[src/design/chd_pkg.sv]
// Shared types, constants and helpers for the chunked body decoder.
`timescale 1ns / 1ps

package chd_pkg;

	// Width of the chunk size accumulator and the byte countdown.
	localparam int SIZE_BITS = 32;

	// Stream widths.
	localparam int IN_TDATA_W  = 8;
	localparam int OUT_TDATA_W = 16;
	localparam int STATUS_W    = 3;

	// Depth of the queue between the classifier and the parser.
	localparam int Q_DEPTH = 4;
	localparam int Q_PTR_W = $clog2(Q_DEPTH);
	localparam int Q_CNT_W = $clog2(Q_DEPTH + 1);

	// Characters with a meaning in the chunk framing.
	localparam logic [7:0] CH_CR   = 8'h0D;
	localparam logic [7:0] CH_LF   = 8'h0A;
	localparam logic [7:0] CH_SEMI = 8'h3B;

	// Byte classes found by the front end.
	typedef enum logic [2:0] {
		CLS_HEX,
		CLS_SEMI,
		CLS_CR,
		CLS_LF,
		CLS_OTHER
	} cls_t;

	// Status codes reported once per body.
	typedef enum logic [STATUS_W-1:0] {
		ST_DONE        = 3'd0,
		ST_NO_LINE_END = 3'd1,
		ST_BAD_SIZE    = 3'd2,
		ST_TRUNCATED   = 3'd3,
		ST_BAD_DELIM   = 3'd4
	} status_t;

	// Parser phases.
	typedef enum logic [3:0] {
		PH_DIGITS,
		PH_DIGITS_CR,
		PH_EXT,
		PH_EXT_CR,
		PH_BAD,
		PH_BAD_CR,
		PH_DATA,
		PH_DATA_CR,
		PH_DATA_LF,
		PH_TRL_START,
		PH_TRL_START_CR,
		PH_TRL_MID,
		PH_TRL_MID_CR,
		PH_DROP
	} phase_t;

	// One classified byte as it travels through the queue.
	typedef struct packed {
		logic [7:0] data;
		logic       eob;
		cls_t       cls;
		logic [3:0] digit;
	} item_t;

	// Queue fill status seen by both neighbors.
	typedef struct packed {
		logic empty;
		logic full;
	} q_status_t;

	// Hex digit value of a byte; only meaningful for CLS_HEX.
	function automatic logic [3:0] hex_nibble(input logic [7:0] b);
		logic [7:0] v;
		begin
			if (b >= 8'h30 && b <= 8'h39) begin
				v = b - 8'h30;
			end else if (b >= 8'h61 && b <= 8'h66) begin
				v = b - 8'h57;
			end else begin
				v = b - 8'h37;
			end
			return v[3:0];
		end
	endfunction

	// Byte class used by the parser.
	function automatic cls_t classify(input logic [7:0] b);
		begin
			if ((b >= 8'h30 && b <= 8'h39) || (b >= 8'h61 && b <= 8'h66) ||
				(b >= 8'h41 && b <= 8'h46)) begin
				return CLS_HEX;
			end else if (b == CH_SEMI) begin
				return CLS_SEMI;
			end else if (b == CH_CR) begin
				return CLS_CR;
			end else if (b == CH_LF) begin
				return CLS_LF;
			end
			return CLS_OTHER;
		end
	endfunction

endpackage

[src/design/chd_front.sv]
// Front end: accepts raw body bytes, classifies them and feeds the queue.
`timescale 1ns / 1ps

module chd_front (
	input  logic                              clk,
	input  logic                              arst_n,
	input  logic                              s_tvalid,
	output logic                              s_tready,
	input  logic [chd_pkg::IN_TDATA_W-1:0]    s_tdata,
	input  logic                              s_tlast,
	input  chd_pkg::q_status_t                q_status,
	output logic                              push,
	output chd_pkg::item_t                    push_item
);
	import chd_pkg::*;

	logic  vld_s1;
	item_t item_s1;

	// The stage empties whenever the queue has room.
	assign push     = vld_s1 && !q_status.full;
	assign s_tready = !vld_s1 || !q_status.full;
	assign push_item = item_s1;

	// Stage valid flag.
	always_ff @(posedge clk or negedge arst_n) begin
		if (!arst_n) begin
			vld_s1 <= 1'b0;
		end else if (s_tready) begin
			vld_s1 <= s_tvalid;
		end
	end

	// Classified request held for the queue.
	always_ff @(posedge clk) begin
		if (s_tready && s_tvalid) begin
			item_s1.data  <= s_tdata;
			item_s1.eob   <= s_tlast;
			item_s1.cls   <= classify(s_tdata);
			item_s1.digit <= hex_nibble(s_tdata);
		end
	end

endmodule

[src/design/chd_queue.sv]
// Short queue of classified bytes between the front end and the parser.
`timescale 1ns / 1ps

module chd_queue (
	input  logic               clk,
	input  logic               arst_n,
	input  logic               push,
	input  chd_pkg::item_t     push_item,
	input  logic               pop,
	output chd_pkg::item_t     head,
	output chd_pkg::q_status_t status
);
	import chd_pkg::*;

	item_t              entry_q [Q_DEPTH];
	logic [Q_PTR_W-1:0] wr_ptr_q;
	logic [Q_PTR_W-1:0] rd_ptr_q;
	logic [Q_CNT_W-1:0] count_q;

	assign head         = entry_q[rd_ptr_q];
	assign status.empty = (count_q == '0);
	assign status.full  = (count_q == Q_CNT_W'(Q_DEPTH));

	// Pointers and fill count.
	always_ff @(posedge clk or negedge arst_n) begin
		if (!arst_n) begin
			wr_ptr_q <= '0;
			rd_ptr_q <= '0;
			count_q  <= '0;
		end else begin
			if (push) begin
				wr_ptr_q <= wr_ptr_q + Q_PTR_W'(1);
			end
			if (pop) begin
				rd_ptr_q <= rd_ptr_q + Q_PTR_W'(1);
			end
			if (push && !pop) begin
				count_q <= count_q + Q_CNT_W'(1);
			end else if (pop && !push) begin
				count_q <= count_q - Q_CNT_W'(1);
			end
		end
	end

	// Entry storage.
	always_ff @(posedge clk) begin
		if (push) begin
			entry_q[wr_ptr_q] <= push_item;
		end
	end

endmodule

[src/design/chd_back.sv]
// Back end: chunk framing state machine and the registered result stage.
`timescale 1ns / 1ps

module chd_back (
	input  logic                              clk,
	input  logic                              arst_n,
	input  chd_pkg::item_t                    head,
	input  chd_pkg::q_status_t                q_status,
	output logic                              pop,
	output logic                              m_tvalid,
	input  logic                              m_tready,
	output logic [chd_pkg::OUT_TDATA_W-1:0]   m_tdata,
	output logic                              m_tuser,
	output logic                              m_tlast
);
	import chd_pkg::*;

	phase_t               phase_q, phase_d;
	logic [SIZE_BITS-1:0] acc_q, acc_d;
	logic [SIZE_BITS-1:0] left_q, left_d;
	logic                 seen_q, seen_d;
	logic                 ovf_q, ovf_d;

	logic                 res_valid, res_fin, res_payload;
	status_t              res_code;

	logic                 out_valid_q;
	logic [7:0]           out_byte_q;
	logic                 out_payload_q;
	logic                 out_fin_q;
	status_t              out_code_q;

	logic                 is_cr, is_lf, is_semi, is_hex, eob;
	logic                 out_free;

	assign is_cr   = (head.cls == CLS_CR);
	assign is_lf   = (head.cls == CLS_LF);
	assign is_semi = (head.cls == CLS_SEMI);
	assign is_hex  = (head.cls == CLS_HEX);
	assign eob     = head.eob;

	// One request leaves the queue per cycle while the result slot is free.
	assign out_free = !out_valid_q || m_tready;
	assign pop      = !q_status.empty && out_free;

	// Result of the current request.
	always_comb begin
		res_fin     = 1'b0;
		res_payload = 1'b0;
		res_code    = ST_DONE;
		unique case (phase_q)
			PH_DIGITS, PH_EXT, PH_BAD: begin
				res_fin  = eob;
				res_code = ST_NO_LINE_END;
			end
			PH_DIGITS_CR, PH_EXT_CR, PH_BAD_CR: begin
				if (is_lf) begin
					if (phase_q == PH_BAD_CR || !seen_q || ovf_q) begin
						res_fin  = 1'b1;
						res_code = ST_BAD_SIZE;
					end else begin
						res_fin  = eob;
						res_code = ST_TRUNCATED;
					end
				end else begin
					res_fin  = eob;
					res_code = ST_NO_LINE_END;
				end
			end
			PH_DATA: begin
				if (eob) begin
					res_fin  = 1'b1;
					res_code = (left_q > SIZE_BITS'(1)) ? ST_TRUNCATED : ST_BAD_DELIM;
				end else begin
					res_payload = 1'b1;
				end
			end
			PH_DATA_CR: begin
				res_fin  = !is_cr || eob;
				res_code = ST_BAD_DELIM;
			end
			PH_DATA_LF: begin
				if (!is_lf) begin
					res_fin  = 1'b1;
					res_code = ST_BAD_DELIM;
				end else begin
					res_fin  = eob;
					res_code = ST_NO_LINE_END;
				end
			end
			PH_TRL_START_CR: begin
				if (is_lf) begin
					res_fin  = 1'b1;
					res_code = ST_DONE;
				end else begin
					res_fin  = eob;
					res_code = ST_TRUNCATED;
				end
			end
			PH_TRL_START, PH_TRL_MID, PH_TRL_MID_CR: begin
				res_fin  = eob;
				res_code = ST_TRUNCATED;
			end
			PH_DROP: begin
				res_fin = 1'b0;
			end
			default: begin
				res_fin = 1'b0;
			end
		endcase
		res_valid = res_fin || res_payload;
	end

	// Next phase and datapath state.
	always_comb begin
		phase_d = phase_q;
		acc_d   = acc_q;
		left_d  = left_q;
		seen_d  = seen_q;
		ovf_d   = ovf_q;
		unique case (phase_q)
			PH_DIGITS: begin
				if (is_hex) begin
					seen_d = 1'b1;
					if (!ovf_q) begin
						// Another digit would not fit when the top nibble is in use.
						if (acc_q[SIZE_BITS-1 -: 4] != 4'h0) begin
							ovf_d = 1'b1;
						end else begin
							acc_d = {acc_q[SIZE_BITS-5:0], head.digit};
						end
					end
				end else if (is_semi) begin
					phase_d = PH_EXT;
				end else if (is_cr) begin
					phase_d = PH_DIGITS_CR;
				end else begin
					phase_d = PH_BAD;
				end
			end
			PH_EXT: begin
				if (is_cr) begin
					phase_d = PH_EXT_CR;
				end
			end
			PH_BAD: begin
				if (is_cr) begin
					phase_d = PH_BAD_CR;
				end
			end
			PH_DIGITS_CR, PH_EXT_CR, PH_BAD_CR: begin
				if (is_lf) begin
					// Good size line: start the chunk or the trailer.
					acc_d  = '0;
					seen_d = 1'b0;
					if (acc_q == '0) begin
						phase_d = PH_TRL_START;
					end else begin
						left_d  = acc_q;
						phase_d = PH_DATA;
					end
				end else if (phase_q == PH_EXT_CR) begin
					phase_d = is_cr ? PH_EXT_CR : PH_EXT;
				end else begin
					phase_d = is_cr ? PH_BAD_CR : PH_BAD;
				end
			end
			PH_DATA: begin
				if (left_q != '0) begin
					left_d = left_q - SIZE_BITS'(1);
				end
				if (left_q <= SIZE_BITS'(1)) begin
					phase_d = PH_DATA_CR;
				end
			end
			PH_DATA_CR: begin
				phase_d = PH_DATA_LF;
			end
			PH_DATA_LF: begin
				phase_d = PH_DIGITS;
			end
			PH_TRL_START: begin
				phase_d = is_cr ? PH_TRL_START_CR : PH_TRL_MID;
			end
			PH_TRL_START_CR: begin
				phase_d = is_cr ? PH_TRL_MID_CR : PH_TRL_MID;
			end
			PH_TRL_MID: begin
				if (is_cr) begin
					phase_d = PH_TRL_MID_CR;
				end
			end
			PH_TRL_MID_CR: begin
				if (is_lf) begin
					phase_d = PH_TRL_START;
				end else if (!is_cr) begin
					phase_d = PH_TRL_MID;
				end
			end
			PH_DROP: begin
				phase_d = PH_DROP;
			end
			default: begin
				phase_d = PH_DROP;
			end
		endcase
		// A status or the end of a dropped body overrides the normal step.
		if (eob && (res_fin || phase_q == PH_DROP)) begin
			phase_d = PH_DIGITS;
			acc_d   = '0;
			left_d  = '0;
			seen_d  = 1'b0;
			ovf_d   = 1'b0;
		end else if (res_fin) begin
			phase_d = PH_DROP;
		end
	end

	// Parser state.
	always_ff @(posedge clk or negedge arst_n) begin
		if (!arst_n) begin
			phase_q <= PH_DIGITS;
			acc_q   <= '0;
			left_q  <= '0;
			seen_q  <= 1'b0;
			ovf_q   <= 1'b0;
		end else if (pop) begin
			phase_q <= phase_d;
			acc_q   <= acc_d;
			left_q  <= left_d;
			seen_q  <= seen_d;
			ovf_q   <= ovf_d;
		end
	end

	// Result slot valid flag.
	always_ff @(posedge clk or negedge arst_n) begin
		if (!arst_n) begin
			out_valid_q <= 1'b0;
		end else if (out_free) begin
			out_valid_q <= pop && res_valid;
		end
	end

	// Result slot payload.
	always_ff @(posedge clk) begin
		if (pop && res_valid) begin
			out_byte_q    <= res_payload ? head.data : 8'h00;
			out_payload_q <= res_payload;
			out_fin_q     <= res_fin;
			out_code_q    <= res_fin ? res_code : ST_DONE;
		end
	end

	assign m_tvalid = out_valid_q;
	assign m_tdata  = {{(OUT_TDATA_W - 8 - STATUS_W){1'b0}}, out_code_q, out_byte_q};
	assign m_tuser  = out_payload_q;
	assign m_tlast  = out_fin_q;

endmodule

[src/design/http_chunked_body_decoder_top.sv]
// Top level of the chunked transfer body decoder.
//
//  channel | dir | tdata (low bit up)            | tuser          | tlast
//  s_*     | in  | body_byte[7:0]                | -              | end_of_body
//  m_*     | out | out_byte[7:0], status_code    | payload_valid  | finished
//          |     | [10:8], zeros [15:11]         |                |
//
// One body byte per cycle is sustained: the parser takes one queued request a
// cycle whenever the result register is empty or being read.
// A result is offered once its byte has passed the classifier register, the queue
// and the result register, in that order; a stall can hold it at any of them.
// Reset is asynchronous and needs no clearing pass; the block is ready right away.
// A stall on the result side fills the four-entry queue before input stalls.
`timescale 1ns / 1ps

module http_chunked_body_decoder_top (
	input  logic                              clk,
	input  logic                              arst_n,
	input  logic                              s_tvalid,
	output logic                              s_tready,
	input  logic [chd_pkg::IN_TDATA_W-1:0]    s_tdata,   // body_byte[7:0]
	input  logic                              s_tlast,
	output logic                              m_tvalid,
	input  logic                              m_tready,
	output logic [chd_pkg::OUT_TDATA_W-1:0]   m_tdata,   // out_byte[7:0], status_code[10:8]
	output logic                              m_tuser,   // payload_valid
	output logic                              m_tlast
);
	import chd_pkg::*;

	logic      push, pop;
	item_t     push_item, head;
	q_status_t q_status;

	// Classifier.
	chd_front u_front (
		.clk       (clk),
		.arst_n    (arst_n),
		.s_tvalid  (s_tvalid),
		.s_tready  (s_tready),
		.s_tdata   (s_tdata),
		.s_tlast   (s_tlast),
		.q_status  (q_status),
		.push      (push),
		.push_item (push_item)
	);

	// Decoupling queue.
	chd_queue u_queue (
		.clk       (clk),
		.arst_n    (arst_n),
		.push      (push),
		.push_item (push_item),
		.pop       (pop),
		.head      (head),
		.status    (q_status)
	);

	// Framing parser and result register.
	chd_back u_back (
		.clk      (clk),
		.arst_n   (arst_n),
		.head     (head),
		.q_status (q_status),
		.pop      (pop),
		.m_tvalid (m_tvalid),
		.m_tready (m_tready),
		.m_tdata  (m_tdata),
		.m_tuser  (m_tuser),
		.m_tlast  (m_tlast)
	);

	// Every result is either a payload byte or a status, never both.
	a_one_kind: assert property (@(posedge clk) disable iff (!arst_n)
		m_tvalid |-> (m_tuser != m_tlast))
		else $error("result is neither or both payload and status");

	// Status codes stay within the defined set.
	a_code_range: assert property (@(posedge clk) disable iff (!arst_n)
		(m_tvalid && m_tlast) |-> (m_tdata[10:8] <= ST_BAD_DELIM))
		else $error("undefined status code");

	// Fields of the other kind are zero.
	a_zero_fields: assert property (@(posedge clk) disable iff (!arst_n)
		m_tvalid |-> ((m_tuser || m_tdata[7:0] == 8'h00) &&
			(m_tlast || m_tdata[10:8] == ST_DONE)))
		else $error("unused result field not zero");

	// The queue is never full and empty at once.
	a_queue_sane: assert property (@(posedge clk) disable iff (!arst_n)
		!(q_status.full && q_status.empty))
		else $error("queue status inconsistent");

endmodule
[config.mk]
export PLATFORM = sky130hd
export DESIGN_NAME = http_chunked_body_decoder_top
export DESIGN_NICKNAME = d
export VERILOG_FILES = /design/src/design/chd_pkg.sv /design/src/design/chd_front.sv /design/src/design/chd_queue.sv /design/src/design/chd_back.sv /design/src/design/http_chunked_body_decoder_top.sv
export SDC_FILE = /design/constraint.sdc
export NUM_CORES = 1
export LEC_CHECK = 0
export BUFFER_PORTS_ARGS = -buffer_cell sky130_fd_sc_hd__buf_4
export CORE_ASPECT_RATIO = 0.7
export CORE_MARGIN = 2
export CORE_UTILIZATION = 60
export DETAILED_ROUTE_END_ITERATION = 8
export PLACE_DENSITY = 0.8
export SYNTH_ARGS = -nofsm -noshare
export SYNTH_HDL_FRONTEND = slang
export SYNTH_SLANG_ARGS = --single-unit
[constraint.sdc]
create_clock -name clk -period 5.8 [get_ports clk]
set_input_delay 0.58 -clock clk [delete_from_list [all_inputs] [get_ports clk]]
set_output_delay 0.58 -clock clk [all_outputs]
set_load 0.05 [all_outputs]
==> Word level (Yosys, flattened, before mapping) <==
Memory sizes are Yosys's and may differ from the RTL's.
Index checks and enable logic that the tools add are counted.
{ "totals": {"register_bits": 108, "input_bits": 13, "mem_count": 1, "ramBits": 64, "output_inout_bits": 20} }
{ "op_classes": {"bitwise_logic": 1, "n_eq_ne": 32, "n_addsub": 8, "n_reduce_logical": 49, "magnitude_cmp": 8, "n_mux": 69} }
{ "mem_list": {"columns": ["name", "depth", "width", "rd", "rd_ports_with_merged_regs", "wr", "line_no", "text"], "rows": [
  ["u_queue.entry_q", 4, 16, 1, 0, 1, "chd_queue.sv:15", "item_t entry_q [Q_DEPTH];"]
]} }
{ "op_table": {"columns": ["operator", "n"], "rows": [
  ["32-bit two-way mux", 9],
  ["32-bit case mux with 2 select lines", 2],
  ["4-bit two-way mux", 15],
  ["4-bit case mux with 11 select lines", 1],
  ["3-bit two-way mux", 11],
  ["32-bit by 1-bit greater-than comparator with 1-bit output (second input constant)", 1],
  ["32-bit by 1-bit less-or-equal comparator with 1-bit output (second input constant)", 1],
  ["32-bit logical NOT", 1],
  ["32-bit nonzero test", 1],
  ["32-bit by 1-bit subtractor with 32-bit output (second input constant)", 1],
  ["1-bit two-way mux", 26],
  ["4-bit == test (second input constant)", 6],
  ["3-bit case mux with 7 select lines", 1],
  ["4-bit by 3-bit == test with 1-bit output (second input constant)", 4],
  ["8-bit by 4-bit == test with 1-bit output (second input constant)", 2],
  ["8-bit by 7-bit greater-or-equal comparator with 1-bit output (second input constant)", 2],
  ["8-bit by 7-bit less-or-equal comparator with 1-bit output (second input constant)", 2],
  ["4-bit by 1-bit != test with 1-bit output (second input constant)", 4],
  ["3-bit OR reduction", 4],
  ["1-bit logical AND", 10],
  ["1-bit logical OR", 9],
  ["3-bit by 1-bit != test with 1-bit output (second input constant)", 3],
  ["3-bit != test (second input constant)", 3],
  ["4-bit by 2-bit == test with 1-bit output (second input constant)", 2],
  ["other kinds (31)", 46]
]} }

==> Depth between registers and ports, before layout <==
{ "depth": {"ltp_word": 10, "ltp_mapped": 10, "ltp_nobuf": 8} }

==> Hierarchy <==
Synthesis repeated with hierarchy kept, for this count alone.
{ "hier_totals": {"cells_unflattened": 652, "hier_area_um2": 8215.4} }
{ "modules_own_cells": {"columns": ["module", "area_each_um2", "cells_each", "n_inst"], "rows": [
  ["chd_back", 4687.0, 480, 1],
  ["chd_queue", 2743.9, 118, 1],
  ["chd_front", 784.5, 54, 1]
]} }

==> Least setup slack after synthesis <==
No wires, ideal clock.
{ "synth_timing": {"kind": "register to register", "from": "register u_queue.rd_ptr_q[0]", "to": "register u_back.out_fin_q, in the netlist u_back.m_tlast, enable pin", "period_less_slack_ps": 2628, "n_path_buf": 2, "setup_time_ps": 349, "required_ps": 5451, "stages_incl_launch_ff": 9, "arrival_time_ps": 2279, "slack_ps": 3172, "path_cell_list": "dfrtp_1 > buf_6 > mux4_2 > and3b_1 > mux2i_1 > o311a_1 > buf_2 > a21o_1 > inv_1"} }
{ "synth_via": {"elab_chain_cells": 7, "elab_cells_between_ends": 15, "cone_classes": "eq/ne (2); mux (8); reduce/logical (4); memory (1)"} }
{ "synth_rtl": {"columns": ["element", "line_no", "text"], "rows": [
  ["from (decl)", "chd_queue.sv:17", "logic [Q_PTR_W-1:0] rd_ptr_q;"],
  ["from (signal assigned)", "chd_queue.sv:35", "rd_ptr_q <= rd_ptr_q + Q_PTR_W'(1);"],
  ["memory read 4 x 16 bit (*)", null, null],
  ["3-bit by 2-bit == test with 1-bit output", "chd_back.sv:36", "assign is_cr = (head.cls == CLS_CR);"],
  ["1-bit logical NOT", "chd_back.sv:79", "res_fin = !is_cr || eob;"],
  ["1-bit logical OR", "chd_back.sv:79", null],
  ["1-bit case mux with 6 select lines", "chd_back.sv:51", "unique case (phase_q)"],
  ["1-bit logical OR (*)", "chd_back.sv:111", "res_valid = res_fin || res_payload;"],
  ["1-bit logical AND (*)", "chd_back.sv:247", "if (pop && res_valid) begin"],
  ["to (signal assigned)", "chd_back.sv:250", "out_fin_q <= res_fin;"],
  ["to (decl)", "chd_back.sv:30", "logic out_fin_q;"]
]} }
Every way passes the cells marked *; elsewhere a longest branch is shown, timed or not.
A chain may end at the register's enable or synchronous reset.

==> Worst setup path in the final report <==
{ "layout_timing": {"from": "register u_queue.rd_ptr_q[1]", "to": "register u_back.out_payload_q, in the netlist u_back.m_tuser, enable pin"} }
{ "layout_via": {"elab_chain_cells": 7, "elab_cells_between_ends": 15, "cone_classes": "eq/ne (2); mux (8); reduce/logical (4); memory (1)"} }
{ "layout_rtl": {"columns": ["element", "line_no", "text"], "rows": [
  ["memory read 4 x 16 bit (*)", null, null],
  ["3-bit by 2-bit == test with 1-bit output", "chd_back.sv:36", null],
  ["1-bit logical NOT", "chd_back.sv:79", null],
  ["1-bit logical OR", "chd_back.sv:79", null],
  ["1-bit case mux with 6 select lines", "chd_back.sv:51", null],
  ["1-bit logical OR (*)", "chd_back.sv:111", null],
  ["1-bit logical AND (*)", "chd_back.sv:247", null],
  ["to (signal assigned)", "chd_back.sv:249", "out_payload_q <= res_payload;"],
  ["to (decl)", "chd_back.sv:29", "logic out_payload_q;"]
]} }
Marks and branches as above.

==> flow_metrics.env <==
export IMPL_syn_inst=679
export IMPL_layout_setup_ws_ps=2080
export IMPL_drt_pass1_iter_count=5
export IMPL_synth_area_leaders="edfxtp_1, dfrtp_1, mux4_2, a22o_1, o21ai_0"
export IMPL_wl_per_cell_um=22.4
export IMPL_synth_edf_count=93
export IMPL_fin_crit_sh_pct=64.2
export IMPL_io_buffers=27
export IMPL_tns_ps=0
export IMPL_cts_hold_buf=0
export IMPL_die_w_um=144
export IMPL_drv_slew=0
export IMPL_die_h_um=102
export IMPL_hold_path_class="in -> async"
export IMPL_htree_levels=4
export IMPL_cts_resized=0
export IMPL_syn_area_mm2=0.00828
export IMPL_worst_path_buf_inv=1
export IMPL_crit_path_start_kind="flip-flop"
export IMPL_synth_largest_area_cell="edfxtp_1"
export IMPL_synth_top_area_share_pct=33.7
export IMPL_slowest_stage="dfrtp_1"
export IMPL_cts_tree="yes"
export IMPL_area_growth_synth_to_final_pct=9.98
export IMPL_postCtsSetupRepairBufs=0
export IMPL_cts_root_buf="clkbuf_16"
export IMPL_syn_avg_cell_area_um2=12.2
export IMPL_drcViolationCount=0
export IMPL_worst_pin_slew_ps=1260
export IMPL_start_util_pct=62.2
export IMPL_worstPathMaxFanout=17
export IMPL_fillCellCount=947
export IMPL_drt_total_wl_um=19800
export IMPL_grt_overflow=0
export IMPL_crit_required_ps=5870
export IMPL_clock_skew_ps=11.9
export IMPL_period_minus_slack_ps=3720
export IMPL_yosysUniqueCellTypes=69
export IMPL_io_pins=33
export IMPL_nNetsFinal=710
export IMPL_irDropWorstVdd_mv=0.321
export IMPL_slowest_delay_ps=890
export IMPL_grt_pass1_vias=5738
export IMPL_core_mm2=0.0133
export IMPL_drv_cap=0
export IMPL_grt_use_total_pct=28.7
export IMPL_setup_viol=0
export IMPL_outcome="finished, final reports clean"
export IMPL_synth_ff_type="edfxtp_1"
export IMPL_place_hpwl_um=13200
export IMPL_synth_seq_cells=172
export IMPL_path_clk_slew_ps=70
export IMPL_path_cells="mux4_2, and3b_1, mux2i_1, o311a_1, a21o_1, inv_1"
export IMPL_viasPerCell=6.80
export IMPL_gp_congestion=0.907
export IMPL_num_vias=6008
export IMPL_fin_util_pct=68.4
export IMPL_antennaDiodeCount=0
export IMPL_crit_path_end_kind="flip-flop"
export IMPL_path_class="reg -> reg"
export IMPL_drive_gt1_share_pct=14.6
export IMPL_place_ws_ps=2120
export IMPL_clock_sinks=172
export IMPL_clkLatencyLatePin_ps=440
export IMPL_drt_iter0_markers=707
export IMPL_grt_antenna_before_repair=1
export IMPL_rsz0062_at_grt="false"
export IMPL_seq_area_frac_synth_pct=57.6
export IMPL_yosysWarnings=0
export IMPL_slew_headroom_pct=16.2
export IMPL_p_leak_nw=3.62
export IMPL_path_delay_family="flip-flops"
export IMPL_fmax_ghz=0.269
export IMPL_cts_buffers=17
export IMPL_cp_arrival_ps=3790
export IMPL_num_rows=35
export IMPL_hold_viol_final=0
export IMPL_grt_pass1_wl_um=31500
export IMPL_pwr_density_cell_mw_per_mm2=492
export IMPL_postRouteAntennaNets=0
export IMPL_dieArea_mm2=0.0148
export IMPL_cts_buffer_depth=2
export IMPL_ys_async_sr_fraction_pct=45.9
export IMPL_grt_max_degree=80
==> metal layers <==
metal / vias up / track usage, % / wire, um
met4: 2 / 9.34 / 400
met5: - / 0 / 13
li1: 2653 / - / -
met2: 340 / 41.2 / 8870
met1: 2974 / 43.4 / 8720
met3: 39 / 7.36 / 1790
==> stage by stage <==
step	hold slack, ps	power, mW	cell area (um^2)	instances
4_1_cts	313	4.48	9110	883
5_1_grt	307	4.70	9110	883
6_report	286	4.48	9110	883
3_5_place_dp	484	3.37	8530	851
2_1_floorplan	284	2.95	8300	683
3_3_place_gp	470	3.31	8530	851
==> final timing paths <==
check,start,end,slack [ps],cells past startpoint
min in group clk,s_tlast,u_front.push_item[7],330,1
worst max register to register,u_queue.rd_ptr_q[1],u_back.m_tuser,2080,6
worst min-delay path,arst_n,u_back.left_q[27],290,1
worst min register to register,u_front.push_item[8],u_queue.entry_q[2][8],500,0
max in group asynchronous,arst_n,u_queue.wr_ptr_q[0],4830,1
worst max-delay path,u_queue.rd_ptr_q[1],u_back.m_tuser,2080,6
==> synth_stat cells, types with 14 or more instances <==
| cell | instances |
|---|---|
| nand3_1 | 18 |
| and3_1 | 14 |
| clkbuf_1 | 29 |
| a21oi_1 | 35 |
| dfrtp_1 | 79 |
| mux4_2 | 16 |
| inv_1 | 18 |
| o2bb2ai_1 | 18 |
| nor3_1 | 23 |
| nor2_1 | 19 |
| nand2_1 | 38 |
| nor4_1 | 23 |
| edfxtp_1 | 93 |
| a22o_1 | 39 |
| o21ai_0 | 43 |
==> power breakdown <==
group / leakage, nW / internal (mW) / switching, mW
registers: 1.95 / 1.57 / 0.196
clock network: 0.284 / 0.572 / 0.533
logic: 1.39 / 0.549 / 1.06
total: 3.62 / 2.69 / 1.79
==> registers in the layout, indices dropped and copies added (netlist names), 3 cells and up <==
register           cells
u_back.out_code_q      3
u_back.acc_q          32
u_back.left_q         32
u_front.push_item     16
u_queue.count_q        3
u_back.out_byte_q      8
u_back.phase_q         4
u_queue.entry_q       64
==> area by class of cell <==
class / count / area (um^2) / share of cell area (%)
Multi-Input combinational cell: 443 / 3220 / 35.3
Inverter: 18 / 67.6 / 0.742
Timing Repair Buffer: 33 / 248 / 2.72
Clock inverter: 15 / 153 / 1.68
Clock buffer: 17 / 425 / 4.67
Tap cell: 185 / 231 / 2.54
Sequential cell: 172 / 4770 / 52.4
==> logic make-up (layout without fill, tap and decap cells) <==
logic type | after synthesis | in the layout | synth area share [%]
other cells | 1 | 5 | 0.0453
fa+ha+maj | 12 | 12 | 1.90
mux | 25 | 25 | 5.51
buf+inv | 68 | 83 | 3.93
xor+xnor | 9 | 9 | 0.952
flops | 172 | 172 | 57.6
compound gates | 197 | 197 | 16.9
simple gates | 195 | 195 | 13.1
==> cells in the final DEF (no fill, tap or decap), types with 23 or more instances in the layout <==
master / n
a22o_1: 39
nor3_1: 23
nor4_1: 23
nand2_1: 38
edfxtp_1: 93
a21oi_1: 35
buf_4: 33
o21ai_0: 43
dfrtp_1: 79
(Power assumes the default switching activity.)
